`config.mk`:
```
export PLATFORM = sky130hd
export DESIGN_NAME = slist_cell
export DESIGN_NICKNAME = d
export VERILOG_FILES = /design/src/rtl/core/assert_macros.svh /design/src/rtl/core/slist_pkg.sv /design/src/rtl/core/slist_cell.sv
export SDC_FILE = /design/constraint.sdc
export NUM_CORES = 1
export LEC_CHECK = 0
export CAP_MARGIN = 5
export CORE_MARGIN = 10
export CORE_UTILIZATION = 58
export DETAILED_ROUTE_END_ITERATION = 6
export DONT_BUFFER_PORTS = 1
export PLACE_DENSITY = 0.74
export SLEW_MARGIN = 20
export SYNTH_ARGS = -nofsm -noshare
export SYNTH_HDL_FRONTEND = slang
export SYNTH_SLANG_ARGS = --single-unit
```
`constraint.sdc`:
```
create_clock -name clk -period 3.2 [get_ports clk]
set_input_delay 0.32 -clock clk [delete_from_list [all_inputs] [get_ports clk]]
set_output_delay 0.32 -clock clk [all_outputs]
set_load 0.05 [all_outputs]
```
`src/rtl/core/assert_macros.svh`:
```
// ---------------------------------------------------------------------------
// assert_macros.svh
// concurrent assertion helpers, removable with NO_ASSERTIONS
// ---------------------------------------------------------------------------
`ifndef ASSERT_MACROS_SVH
`define ASSERT_MACROS_SVH

`ifndef NO_ASSERTIONS
`define ASSERT_ALWAYS(label, clk, rst, expr, msg) \
  label: assert property (@(posedge clk) disable iff (rst) (expr)) else $error(msg);
`define ASSERT_IMPLIES(label, clk, rst, ante, cons, msg) \
  label: assert property (@(posedge clk) disable iff (rst) (ante) |-> (cons)) else $error(msg);
`else
`define ASSERT_ALWAYS(label, clk, rst, expr, msg)
`define ASSERT_IMPLIES(label, clk, rst, ante, cons, msg)
`endif

`endif

```
`src/rtl/core/slist_pkg.sv`:
```
// ---------------------------------------------------------------------------
// slist_pkg
// types, constants and sizes shared by the sequential list block
// ---------------------------------------------------------------------------
`timescale 1ns / 1ps

package slist_pkg;

  localparam int CAPACITY = 64;

  localparam int OPC_W  = 2;
  localparam int POS_W  = 7;
  localparam int VAL_W  = 32;
  localparam int STAT_W = 2;
  localparam int FPOS_W = 6;
  localparam int LEN_W  = 7;

  localparam int CNT_W = $clog2(CAPACITY + 1);
  localparam int IDX_W = (CAPACITY > 1) ? $clog2(CAPACITY) : 1;
  localparam int CMP_W = (CNT_W > POS_W) ? CNT_W : POS_W;

  localparam int GRP    = 8;
  localparam int GIDX_W = $clog2(GRP);
  localparam int NGRP   = (CAPACITY + GRP - 1) / GRP;
  localparam int NG_W   = (NGRP > 1) ? $clog2(NGRP) : 1;

  localparam logic [OPC_W-1:0] OP_INSERT = 2'd0;
  localparam logic [OPC_W-1:0] OP_ERASE  = 2'd1;
  localparam logic [OPC_W-1:0] OP_FIND   = 2'd2;

  localparam logic [STAT_W-1:0] ST_OK       = 2'd0;
  localparam logic [STAT_W-1:0] ST_FULL     = 2'd1;
  localparam logic [STAT_W-1:0] ST_RANGE    = 2'd2;
  localparam logic [STAT_W-1:0] ST_NOTFOUND = 2'd3;

  typedef enum logic [2:0] {
    S_IDLE,
    S_EXEC,
    S_ENC1,
    S_ENC2,
    S_DONE
  } state_t;

  typedef struct packed {
    logic                    ins;
    logic                    ers;
    logic                    cmp;
    logic [CMP_W-1:0]        pos;
    logic [CMP_W-1:0]        cnt;
    logic signed [VAL_W-1:0] value;
  } cell_ctl_t;

endpackage

```
`src/rtl/core/slist_cell.sv`:
```
// ---------------------------------------------------------------------------
// slist_cell
// one list entry: shifts from either neighbour, loads, and flags a match
// ---------------------------------------------------------------------------
`timescale 1ns / 1ps

module slist_cell (
  input  logic                             clk,
  input  slist_pkg::cell_ctl_t             ctl,
  input  logic [slist_pkg::IDX_W-1:0]      idx,
  input  logic signed [slist_pkg::VAL_W-1:0] left_entry,
  input  logic signed [slist_pkg::VAL_W-1:0] right_entry,
  output logic signed [slist_pkg::VAL_W-1:0] entry,
  output logic                             match
);
  import slist_pkg::*;

  logic [CMP_W-1:0] idx_ext;

  assign idx_ext = CMP_W'(idx);

  always_ff @(posedge clk) begin
    if (ctl.ins) begin
      if (idx_ext > ctl.pos) begin
        entry <= left_entry;
      end else if (idx_ext == ctl.pos) begin
        entry <= ctl.value;
      end
    end else if (ctl.ers && (idx_ext >= ctl.pos)) begin
      entry <= right_entry;
    end
    if (ctl.cmp) begin
      match <= (entry == ctl.value) && (idx_ext < ctl.cnt);
    end
  end

endmodule

```
==> impl_metrics.ini, run 1 <==
[status]
outcome = finished clean

[timing]
rsz0062_at_grt = false
setup_viol = 0
worst-slew-pin-transition_ps = 786
setup_tns_ps = 0
skew_ps = 3.81
max_freq_mhz = 469
slew_headroom_pct = 47.6
slew_viol_final = 0
hold_violations = 0
fin_crit_ps = 2130
fin_crit_sh_pct = 66.6

[cts]
htree_levels = 2
clkTransAtPathRegs_ps = 60
postCtsHoldBufs = 0
worstSkewPairLatency_ps = 280
cts_buffers = 5
cts_tree = done
cts.sinks = 33
cts_resized = 0
clockBufferDepth = 2
cts_setup_buffers = 0
root_buffer = clkbuf_8

[logic_synthesis]
yosys_warnings = 0
synth_cell_types = 25
syn-cell-area_sq_mm = 0.00227
avgSynthCellArea_sq_um = 11.8
synth_cells = 192
synth_seq_area_share_pct = 43.7
synth_seq_cells = 33
syn_nets = 323

[routing]
vias = 1571
drt-initial-drc-count = 89
drc = 0
ant_nets = 0
post_drt_wl_per_cell_um = 26.6
vias_per_cell = 6.52
first_pass_iters = 4
wirelength_mm = 6.40

[power_and_ir_drop]
ir_drop_mv = 0.309
p_per_area_mw_per_mm2 = 509
p_total_mw = 1.20
p_leak_nw = 0.833

[worst_setup_path]
path_max_fanout = 17
cp-end-kind = flip-flop
start_kind = input port
cp.required_ps = 3350
r2r-start = entry[15]
crit_start = ctl[41]
crit_type = in2reg
cp.arrival_ps = 2280

[placed_design]
port_buffers = 0
hpwl_mm = 5.43
gp_congestion = 0.841

[global_route]
grt_pass1_wl_mm = 9.07
antenna_found_initial = 0
grt_use_total_pct = 17.6
grt_pass1_vias = 1796
grt_start_max_net_pins = 36
grt_remaining_overflow = 0

[finish]
layout-drive-gt1-share_pct = 6.74
fin_nets = 324
synthToLayoutAreaGrowth_pct = 3.75
diodes = 0
nFillCells = 295
layout_common_cells = o22a_1 (33), edfxtp_1 (33), o21a_1 (32), xor2_1 (32)

[floorplan]
core-area_sq_mm = 0.00372
initial_core_util_pct = 61.0
fp-row-count = 22
die_h_um = 82.5
io-pin-count = 153
dieArea_sq_mm = 0.00681
die_w_um = 82.5

[min_path]
min_from = ctl[46]
hp-class = in2reg

[flow_run]
maxCapViolCount = 0
report_power, final:
part / internal [mW] / switching (mW)
Combinational: 0.0995 / 0.0908
Sequential: 0.537 / 0.183
Clock: 0.146 / 0.140
Total: 0.783 / 0.414
registers in the layout, indices dropped and copies added, names as in the netlist:
register  count
entry        32
match         1
worst max-delay path, stage by stage:
cell and delay (ps):
inv_1 20, ha_1 310, a21oi_1 260, a21oi_2 110, o221ai_2 620, buf_4 340, o22a_1 170, o21a_1 120
final timing paths:
| kind | endpoint | slack, ps | cells after the start |
|---|---|---|---|
| hold reg to reg | match | 1190 | 4 |
| setup reg to reg | match | 1380 | 4 |
| hold / removal | match | 140 | 0 |
| setup / recovery | entry[12] | 1070 | 8 |
cells by family after synthesis:
family,Yosys count,share of synthesized area (%)
compound gates,76,27.1
xor+xnor,32,12.4
fa+ha+maj,11,6.07
buf+inv,21,5.41
flops,33,43.7
simple gates,19,5.35
synth_stat cells:
master	count	area share [%]
ha_1	11	6.1
a21oi_2	1	0.39
nor4_1	8	2.2
nand3_1	1	0.22
buf_2	5	1.1
buf_6	5	2.5
edfxtp_1	33	44
nand2_1	1	0.17
o21a_1	32	11
nand4b_1	2	0.77
xor2_1	32	12
nand2b_1	1	0.28
a31oi_1	1	0.28
nor2_1	1	0.17
nor3_2	1	0.44
nand3b_1	1	0.33
a21o_1	2	0.66
nor3_1	1	0.22
o221ai_2	1	0.66
a211oi_2	1	0.55
o22a_1	33	13
nand4_1	2	0.55
o22ai_1	2	0.55
inv_1	11	1.8
a21oi_1	3	0.66
per-stage QoR:
step	utilization (%)	setup WS [ps]	cell area (sq um)	instances	hold slack, ps
floorplan	-	998	2270	192	432
global placement	61.2	914	2280	234	433
detailed placement	61.2	755	2280	234	433
CTS	63.3	1040	2350	241	139
global route	63.3	898	2350	241	135
finish	63.3	1070	2350	241	144
routing by layer:
metal	track usage, %	vias up	wire, um
met3	11.2	14	977
met4	6.02	0	131
met1	15.8	711	2030
li1	-	746	-
met5	0	-	0
met2	31.5	100	3260
layout make-up:
class	count	area [sq um]	share of cell area (%)
Sequential cell	33	991	42.1
Clock inverter	1	3.75	0.160
Clock buffer	6	72.6	3.09
Multi-Input combinational cell	138	1150	49.0
Tap cell	48	60.1	2.55
Timing Repair Buffer	4	30.0	1.28
Inverter	11	41.3	1.76
Power figures use the tool's default switching activity.
==> run 2, diff against run 1 <==
- clock period: 3.2 -> 2.1 ns (I/O delays scaled with it)
==> run 2 against run 1 <==
Effect of this change:
- clock power grew 100%
- utilization grew 7.7 points
- final area grew 12%
- critical path type unchanged
- critical endpoint is now entry[17]
==> impl_metrics.ini, run 2 (synthesis gave the netlist of run 1 again) <==
[placed_design]
hpwl_mm = 5.84
port_buffers = 0
place_inst = 268
gp_congestion = 0.843

[floorplan]
die_w_um = 82.5
io-pin-count = 153
dieArea_sq_mm = 0.00681
core-area_sq_mm = 0.00372
fp-row-count = 22
die_h_um = 82.5
initial_core_util_pct = 61.0

[cts]
postCtsHoldBufs = 0
cts_setup_buffers = 0
clockBufferDepth = 2
cts_tree = done
cts.sinks = 33
root_buffer = clkbuf_8
worstSkewPairLatency_ps = 280
htree_levels = 2
clkTransAtPathRegs_ps = 70
cts_buffers = 5
cts_resized = 0

[timing]
fin_crit_sh_pct = 77.6
hold_violations = 0
fin_crit_ps = 1630
max_freq_mhz = 614
slew_viol_final = 0
setup_tns_ps = 0
worst-slew-pin-transition_ps = 463
skew_ps = 5.60
rsz0062_at_grt = false
slew_headroom_pct = 69.2
whs_ps = 35.9
setup_viol = 0

[worst_setup_path]
path_max_fanout = 16
rrSetupSlack_ps = 650
crit_path_cell_trace = inv_1 -> ha_1 -> nand4b_1 -> a21oi_2 -> o221ai_2 -> buf_4 -> o22a_1 -> o21a_1
cp.arrival_ps = 1670
cp-end-kind = flip-flop
crit_buf_inv = 2
crit_type = in2reg
cpPeakStageDelay_ps = 310
cp.required_ps = 2140
worstReg2RegEnd = match
r2r-start = entry[26]
slowest_stage = ha_1
cp_top_family = compound AO/OA/AOI/OAI gates
start_kind = input port
r2r.worst_path.cells = 4

[power_and_ir_drop]
p_per_area_mw_per_mm2 = 785
ir_drop_mv = 0.450
p_leak_nw = 1.01
p_total_mw = 2.07

[min_path]
min_from = ctl[46]
hold_depth = 0
hold_end = match
hp-class = in2reg

[status]
outcome = finished clean

[global_route]
grt_pass1_wl_mm = 9.92
antenna_found_initial = 0
grt_start_max_net_pins = 36
grt_use_total_pct = 19.1
grt_pass1_vias = 1960
grt_remaining_overflow = 0

[routing]
drt-initial-drc-count = 69
vias = 1717
wirelength_mm = 6.85
first_pass_iters = 4
vias_per_cell = 6.22
drc = 0
post_drt_wl_per_cell_um = 24.8
ant_nets = 0

[finish]
seqCellArea_sq_um = 991
nFillCells = 294
synthToLayoutAreaGrowth_pct = 16.3
fin_nets = 358
diodes = 0
post_layout_nonfiller_instances = 276
layout-drive-gt1-share_pct = 21.1
utilization_pct = 71.0
biggestRegsByFlops = entry (32), match (1)
layout_common_cells = buf_4 (38), o22a_1 (33), edfxtp_1 (33)
final_common_cell = buf_4
multi_input_area_sq_mm = 0.00115
largest_register_ff_count = 32
top_register = entry

[flow_run]
maxCapViolCount = 0
==> run 2: routing by layer <==
metal	GRT usage, %	share of wire (%)	vias up
li1	-	-	815
met1	17.9	33	795
met2	35.3	53	97
met3	10.4	13	10
met4	5.18	1.2	0
met5	0	0	-
==> run 2: worst register-to-register path, cell delays in order (launching register included) <==
cell      delay, ps
edfxtp_1        420
xor2_1          170
nor4_1          320
nand4_1         180
nor3_1          210
==> run 2: cell type report <==
type / count / area share, %
Sequential cell: 33 / 37.6
Multi-Input combinational cell: 138 / 43.7
Timing Repair Buffer: 38 / 10.8
Clock buffer: 6 / 2.75
Tap cell: 48 / 2.28
Inverter: 11 / 1.57
Clock inverter: 2 / 1.28
==> run 2: worst max-delay path by stage <==
stage               startpoint        end  slack (ps)  cells after the start
floorplan              ctl[43]   entry[0]           8                      5
global placement       ctl[43]  entry[17]         300                      8
detailed placement     ctl[43]  entry[10]         220                      8
CTS                    ctl[43]  entry[17]         510                      8
global route           ctl[43]  entry[21]         400                      8
finish                 ctl[43]  entry[17]         470                      8
==> run 2: stage by stage <==
step           instance area [sq um]  setup WS, ps
3_5_place_dp                    2530           216
3_3_place_gp                    2530           297
6_report                        2640           470
4_1_cts                         2640           508
2_1_floorplan                   2270          7.90
5_1_grt                         2640           403
==> run 2: power by group <==
group          internal (mW)  switching [mW]
sequential             0.815          0.0459
combinational          0.233           0.394
clock                  0.350           0.231
total                   1.40           0.671
