[config.mk]
export PLATFORM = sky130hd
export DESIGN_NAME = slist_find
export DESIGN_NICKNAME = d
export VERILOG_FILES = /design/src/rtl/core/assert_macros.svh /design/src/rtl/core/slist_pkg.sv /design/src/rtl/core/slist_find.sv
export SDC_FILE = /design/constraint.sdc
export NUM_CORES = 1
export LEC_CHECK = 0
export ABC_AREA = 1
export BUFFER_PORTS_ARGS = -buffer_cell sky130_fd_sc_hd__buf_2
export CAP_MARGIN = 20
export CELL_PAD_IN_SITES_DETAIL_PLACEMENT = 1
export CELL_PAD_IN_SITES_GLOBAL_PLACEMENT = 2
export CORE_ASPECT_RATIO = 0.6
export CORE_MARGIN = 2
export CORE_UTILIZATION = 25
export CTS_CLUSTER_SIZE = 40
export DETAILED_ROUTE_END_ITERATION = 16
export PLACE_DENSITY = 0.82
export SYNTH_ARGS = -nofsm -noshare
export SYNTH_HDL_FRONTEND = slang
export SYNTH_SLANG_ARGS = --single-unit
[constraint.sdc]
create_clock -name clk -period 1.61 [get_ports clk]
set_input_delay 0.0805 -clock clk [delete_from_list [all_inputs] [get_ports clk]]
set_output_delay 0.0805 -clock clk [all_outputs]
set_load 0.01 [all_outputs]
[src/rtl/core/assert_macros.svh]
// ---------------------------------------------------------------------------
// assert_macros.svh
// concurrent assertion helpers, removable with NO_ASSERTIONS
// ---------------------------------------------------------------------------
`ifndef ASSERT_MACROS_SVH
`define ASSERT_MACROS_SVH

`ifndef NO_ASSERTIONS
`define ASSERT_ALWAYS(label, clk, rst, expr, msg) \
  label: assert property (@(posedge clk) disable iff (rst) (expr)) else $error(msg);
`define ASSERT_IMPLIES(label, clk, rst, ante, cons, msg) \
  label: assert property (@(posedge clk) disable iff (rst) (ante) |-> (cons)) else $error(msg);
`else
`define ASSERT_ALWAYS(label, clk, rst, expr, msg)
`define ASSERT_IMPLIES(label, clk, rst, ante, cons, msg)
`endif

`endif

[src/rtl/core/slist_pkg.sv]
// ---------------------------------------------------------------------------
// slist_pkg
// types, constants and sizes shared by the sequential list block
// ---------------------------------------------------------------------------
`timescale 1ns / 1ps

package slist_pkg;

  localparam int CAPACITY = 64;

  localparam int OPC_W  = 2;
  localparam int POS_W  = 7;
  localparam int VAL_W  = 32;
  localparam int STAT_W = 2;
  localparam int FPOS_W = 6;
  localparam int LEN_W  = 7;

  localparam int CNT_W = $clog2(CAPACITY + 1);
  localparam int IDX_W = (CAPACITY > 1) ? $clog2(CAPACITY) : 1;
  localparam int CMP_W = (CNT_W > POS_W) ? CNT_W : POS_W;

  localparam int GRP    = 8;
  localparam int GIDX_W = $clog2(GRP);
  localparam int NGRP   = (CAPACITY + GRP - 1) / GRP;
  localparam int NG_W   = (NGRP > 1) ? $clog2(NGRP) : 1;

  localparam logic [OPC_W-1:0] OP_INSERT = 2'd0;
  localparam logic [OPC_W-1:0] OP_ERASE  = 2'd1;
  localparam logic [OPC_W-1:0] OP_FIND   = 2'd2;

  localparam logic [STAT_W-1:0] ST_OK       = 2'd0;
  localparam logic [STAT_W-1:0] ST_FULL     = 2'd1;
  localparam logic [STAT_W-1:0] ST_RANGE    = 2'd2;
  localparam logic [STAT_W-1:0] ST_NOTFOUND = 2'd3;

  typedef enum logic [2:0] {
    S_IDLE,
    S_EXEC,
    S_ENC1,
    S_ENC2,
    S_DONE
  } state_t;

  typedef struct packed {
    logic                    ins;
    logic                    ers;
    logic                    cmp;
    logic [CMP_W-1:0]        pos;
    logic [CMP_W-1:0]        cnt;
    logic signed [VAL_W-1:0] value;
  } cell_ctl_t;

endpackage

[src/rtl/core/slist_find.sv]
// ---------------------------------------------------------------------------
// slist_find
// two-stage registered priority encoder over the cell match flags
// ---------------------------------------------------------------------------
`timescale 1ns / 1ps

module slist_find (
  input  logic                          clk,
  input  logic [slist_pkg::CAPACITY-1:0] match,
  output logic                          found,
  output logic [slist_pkg::IDX_W-1:0]   found_idx
);
  import slist_pkg::*;

  logic [NGRP*GRP-1:0] match_pad;
  logic [NGRP-1:0]     grp_any_c;
  logic [GIDX_W-1:0]   grp_idx_c [NGRP];
  logic [NGRP-1:0]     grp_any;
  logic [GIDX_W-1:0]   grp_idx [NGRP];
  logic [NG_W-1:0]     sel_c;
  logic                found_c;

  assign match_pad = (NGRP*GRP)'(match);

  // lowest set flag inside each group
  always_comb begin
    for (int g = 0; g < NGRP; g++) begin
      grp_any_c[g] = |match_pad[g*GRP +: GRP];
      grp_idx_c[g] = '0;
      for (int j = GRP - 1; j >= 0; j--) begin
        if (match_pad[g*GRP + j]) begin
          grp_idx_c[g] = GIDX_W'(j);
        end
      end
    end
  end

  always_ff @(posedge clk) begin
    grp_any <= grp_any_c;
    for (int g = 0; g < NGRP; g++) begin
      grp_idx[g] <= grp_idx_c[g];
    end
  end

  // lowest group holding a flag
  always_comb begin
    sel_c   = '0;
    found_c = |grp_any;
    for (int g = NGRP - 1; g >= 0; g--) begin
      if (grp_any[g]) begin
        sel_c = NG_W'(g);
      end
    end
  end

  always_ff @(posedge clk) begin
    found     <= found_c;
    found_idx <= IDX_W'({sel_c, grp_idx[sel_c]});
  end

endmodule
==> out/metrics.yaml, run 1 <==
ys_warn_count: 0
ys_seq_area_frac: 0.4130
synthTopCellsByArea: "dfxtp_1 (41%), inv_1 (11%), a21oi_1 (8.5%), nand2_1 (6.9%), nand3_1 (6.6%)"
min_period_ns: 1.392
drt_pass1_iterations: 4
vdd_ir_drop_max_mv: 0.3891
final_area_sq_um: 2613
report.final.slew_viol_count: 0
antenna_found_initial: 0
cts_tree: "done"
p_leak_nw: 1.302
rows: 24
hpwl_um: 4166
fp.dieH_um: 71.36
drtAntennaViolNets: 0
crit_fanout: 13
tightest_slew_ns: 0.3278
cts_htree_levels: 2
vias_per_cell: 4.192
drive_gt1_frac: 0.3064
critical_path_class: "flop to flop"
grt_usage: 0.1290
cts-root-buf: "clkbuf_16"
initial_utilization: 0.2591
diodes: 0
core_area_sq_um: 7297
syn_area_sq_um: 1891
min_period_over_period: 0.8645
power_density_nw_per_um2: 850.7
p_int_mw: 1.707
clock_sinks: 39
holdCritPathClass: "primary input to flop"
hold_depth: 2
clock_power_share: 0.423
grt_pass1_wl_um: 8480
fp.dieArea_sq_um: 8297
skew_ns: 0.001663
wl_per_cell_um: 10.74
power.share.switching: 0.2320
dpl_cell_area_sq_um: 2357
switchingPower_uw: 515.5
die_w_um: 116.3
grt_setup_unrepaired: "no"
num-nets-final: 423
p_comb_frac: 0.122
worstHoldEndpoint: "grp_idx[2][2]$_SDFF_PP0_"
drt-initial-drc-count: 51
r2r_start: "grp_any[4]$_DFF_P_"
synth_cell_types: 19
syn_nets: 336
worstPathRequired_ns: 1.78
grt_max_degree: 14
worstPathArrival_ns: 1.57
overflow: 0
critPathLaunchType: "flop"
routabilityCongestion: 0.8293
clk_pin_slew_worst_paths_ns: 0.06
synth_top_area_share: 0.4130
fmax_ghz: 0.7185
grt_pass1_vias: 1832
clock_path_buffers: 2
max_cap_violations: 0
hold_viol_final: 0
final-setup-viol-count: 0
synth_cells: 271
synth_top_cell_by_area: "dfxtp_1"
port_buffers: 71
drc: 0
r2r_end: "found_idx[1]$_DFF_P_"
clk-insertion-delay-late_ns: 0.28
status: "finished clean"
pwr-share-seq: 0.455
hold_start: "match[19]"
cts_buffers: 5
area_delta_synth_final_pct: 38.19
slew_headroom: 0.7798
cts_setup_buffers: 0
crit_path_end_kind: "flop"
synth-seq-cells: 39
setup_tns_ns: 0
worst-r2r-setup-slack_ns: 0.22
routed-via-count: 1941
ios: 72
reg2reg_depth: 11
drt_wl_total_um: 4972
avgSynthCellArea_sq_um: 6.976
[power by group through the flow]
stage	Combinational [mW]	Clock (mW)	Sequential, mW
after floorplan	0.115	0	1.03
after global placement	0.245	0	1.03
after detailed placement	0.252	0	1.03
after CTS	0.274	0.965	1.01
after global routing	0.313	1.02	1.01
final	0.271	0.940	1.01
[area by class of cell]
cell class / instances / area (sq um)
Clock buffer: 5 / 125.1
Inverter: 59 / 221.5
Sequential cell: 39 / 780.7
Tap cell: 104 / 130.1
Multi-Input combinational cell: 170 / 862.1
Timing Repair Buffer: 83 / 473.0
Clock inverter: 3 / 20.02
Fill cell: 958 / 4684
[cell usage in the layout, fill, tap and decap left out, types with 2 or more instances in the layout]
cell           instances
nor3_1                17
clkinvlp_4             2
clkbuf_16              5
dfxtp_1               39
buf_2                 71
a21oi_1               32
nor4_1                 8
nand3_1               25
nand2_2                7
o21ai_0                8
inv_1                 57
inv_2                  2
nor2_1                16
nand2_1               35
nand2_4                2
dlygate4sd3_1         11
or2_2                 16
[worst max-delay path, cell delays in order (launching register included)]
cell and delay [ns]:
dfxtp_1 0.38, inv_1 0.07, nand2_1 0.07, nand2_1 0.06
nand2_2 0.08, nand2_4 0.11, nand2_4 0.18, nand2_1 0.08
nand3_1 0.07, nand2_1 0.07, nand2_1 0.07, nand2_1 0.05
[per-layer routing]
metal,vias to the layer above,global-route usage,part of all wire
met5,-,0,0
met3,5,0.03384,0.073
met2,57,0.1867,0.38
met1,846,0.1874,0.54
li1,1033,-,-
met4,0,0.03968,0.012
[cell usage after synthesis, drive strengths merged]
cell,instances
a31oi,1
nor4,8
o21ai,8
or2,17
nor3,18
buf,2
nand2,44
dfxtp,39
nand3,25
nor2,17
inv,59
a21oi,32
clkbuf,1
[through the flow]
step                      total power [mW]  hold slack, ns  setup slack [ns]  instances  utilization
after global routing                 2.344        0.003404           0.04119        463       0.3580
final                                2.222        0.006214            0.2182        463       0.3580
after CTS                            2.250        0.002568            0.2058        463       0.3580
after global placement               1.278          0.2526            0.2616        444       0.3230
after floorplan                      1.146          0.1496            0.4330        271            -
after detailed placement             1.284          0.2510            0.2191        444       0.3230
[worst max-delay path by stage]
stage	startpoint	end	slack [ns]	depth (start not counted)
2_1_floorplan	grp_any[6]$_DFF_P_	found_idx[0]$_DFF_P_	0.43	14
6_report	grp_any[4]$_DFF_P_	found_idx[1]$_DFF_P_	0.22	11
5_1_grt	grp_any[6]$_DFF_P_	found_idx[1]$_DFF_P_	0.04	13
3_5_place_dp	grp_any[6]$_DFF_P_	found_idx[1]$_DFF_P_	0.22	13
4_1_cts	grp_any[6]$_DFF_P_	found_idx[1]$_DFF_P_	0.21	13
3_3_place_gp	grp_any[4]$_DFF_P_	found_idx[1]$_DFF_P_	0.26	11
[cells by family (layout without fill, tap and decap cells)]
kind of cell	after synthesis	after routing	synth area share
and+or+nand+nor	129	129	0.3389
AOI/OAI and AO/OA	41	41	0.1171
DFF	39	39	0.4130
buffers and inverters	62	150	0.1310
[sequential cells by signal (all words and copies together) (netlist names)]
| name | flops |
|---|---|
| grp_any | 8 |
| grp_idx | 24 |
| found | 1 |
| found_idx | 6 |
[repair_timing]
action,4_1_cts,5_1_grt
hold buffers,11,0
resized for setup,0,0
hold endpoints to repair,11,0
Note: power is estimated with default switching activity, not from simulation.
==> run 2, diff against run 1 <==
--- a/config.mk
+++ b/config.mk
@@ -12,10 +12,11 @@
 export CELL_PAD_IN_SITES_GLOBAL_PLACEMENT = 2
 export CORE_ASPECT_RATIO = 0.6
 export CORE_MARGIN = 2
-export CORE_UTILIZATION = 25
+export CORE_UTILIZATION = 26
+export CTS_BUF_LIST = sky130_fd_sc_hd__clkbuf_2
 export CTS_CLUSTER_SIZE = 40
 export DETAILED_ROUTE_END_ITERATION = 16
-export PLACE_DENSITY = 0.82
+export PLACE_DENSITY = 0.85
 export SYNTH_ARGS = -nofsm -noshare
 export SYNTH_HDL_FRONTEND = slang
 export SYNTH_SLANG_ARGS = --single-unit
==> out/metrics.yaml, run 2 (same netlist as run 1, synthesis figures left out) <==
crit_path_start: "match[17]"
routed-via-count: 2179
pwr-share-seq: 0.547
skew_ns: 0.02083
grt_usage: 0.1590
vdd_ir_drop_max_mv: 0.2160
grt_max_degree: 14
crit_top_cell: "dlygate4sd3_1"
diodes: 0
clock_power_share: 0.247
antenna_found_initial: 0
cp_cell_sequence: "dlygate4sd3_1 -> buf_2 -> or2_2 -> nor4_1 -> dlygate4sd3_1"
p_leak_nw: 1.577
report.final.slew_viol_count: 0
die_w_um: 114.1
clock_path_buffers: 2
cts_tree: "done"
seq_area_sq_um: 780.7
fillers: 928
area_delta_synth_final_pct: 64.33
routabilityCongestion: 0.7991
multiInputGateArea_sq_um: 862.1
p_comb_frac: 0.206
max_cap_violations: 0
critical_path_class: "primary input to flop"
rows: 24
crit_path_end_kind: "flop"
drt_wl_total_um: 5990
fmax_ghz: 0.6576
drc: 0
clock_sinks: 39
r2r_start: "grp_any[5]$_DFF_P_"
grt_setup_unrepaired: "no"
cts_htree_levels: 2
dp_cells: 431
drtAntennaViolNets: 0
grt_pass1_wl_um: 10260
ios: 72
port_buffers: 71
reg_top3: "grp_idx: 24 flops, grp_any: 8 flops, found_idx: 6 flops"
cts_resized: 0
overflow: 0
final_area_sq_um: 3107
cts_setup_buffers: 0
clk-insertion-delay-late_ns: 0.42
worstPathRequired_ns: 1.99
holdCritPathClass: "primary input to flop"
layout.cells.non_filler: 511
hold_viol_final: 0
power_density_nw_per_um2: 596.1
critPathMaxStageDelay_ns: 0.58
drt-initial-drc-count: 44
status: "finished clean"
largest_reg_flops: 24
final_common_cell: "dlygate4sd3_1"
min_period_over_period: 0.9445
switchingPower_uw: 522.4
vias_per_cell: 4.264
fp.dieArea_sq_um: 7992
initial_utilization: 0.2645
dpl_cell_area_sq_um: 2341
hpwl_um: 4187
setup_tns_ns: 0
p_total_mw: 1.852
cts_buffers: 5
power.share.switching: 0.2821
cts-root-buf: "clkbuf_2"
grt_pass1_vias: 2335
worstPathArrival_ns: 1.90
drt_pass1_iterations: 4
tightest_slew_ns: 0.2943
crit_fanout: 3
num-nets-final: 484
final-setup-viol-count: 0
min_period_ns: 1.521
hold_start: "match[47]"
top_register: "grp_idx"
cpMaxStageDelayCell: "dlygate4sd3_1"
critPathLaunchType: "primary input"
hold_depth: 4
slew_headroom: 0.8023
final_cell_mix: "dlygate4sd3_1 (72), buf_2 (71), inv_1 (57)"
core_area_sq_um: 7147
worst-r2r-setup-slack_ns: 0.18
fp.dieH_um: 70.05
drive_gt1_frac: 0.2619
final_core_utilization: 0.4347
wl_per_cell_um: 11.72
reg2reg_depth: 12
clk_pin_slew_worst_paths_ns: 0.22
p_int_mw: 1.330
postCtsHoldBufs: 72
## run 2: layout make-up
type	count	share of cell area
tap	91	0.03665
clock inverter	3	0.006444
sequential	39	0.2513
inverter	59	0.07128
multi-input combinational	170	0.2775
clock buffer	5	0.008055
timing repair buffer	144	0.3488
## run 2: layer usage
metal | wire, um | up-vias | GRT usage | part of all wire
met1 | 2984 | 971 | 0.2019 | 0.50
met3 | 263 | 7 | 0.03385 | 0.044
li1 | - | 1153 | - | -
met4 | 73 | 0 | 0.04472 | 0.012
met5 | 0 | - | 0 | 0
met2 | 2668 | 48 | 0.2725 | 0.45
## run 2: critical path, delay by kind of cell
kind | cells | cell delay [ns]
simple gates | 2 | 0.57
buf+inv | 3 | 1.25
## run 2: power groups by stage
stage,clock (mW),combinational (mW),sequential [mW]
after floorplan,0,0.115,1.03
after CTS,0.478,0.375,1.01
final,0.457,0.382,1.01
after detailed placement,0,0.252,1.03
after global placement,0,0.243,1.03
after global routing,0.510,0.429,1.02
## run 2: path summary, 6_finish.rpt
path / endpoint
setup / recovery: grp_idx[2][2]$_SDFF_PP0_
hold / removal: grp_idx[5][1]$_SDFF_PP0_
setup reg to reg: found_idx[2]$_DFF_P_
hold reg to reg: found$_DFF_P_
## run 2: metrics by stage
step           hold WS, ns  setup WS [ns]
4_1_cts            0.01091         0.1472
5_1_grt            0.05594       0.003535
2_1_floorplan       0.1496         0.4330
3_5_place_dp        0.2500         0.2467
6_report           0.04749        0.08930
3_3_place_gp        0.2533         0.2830
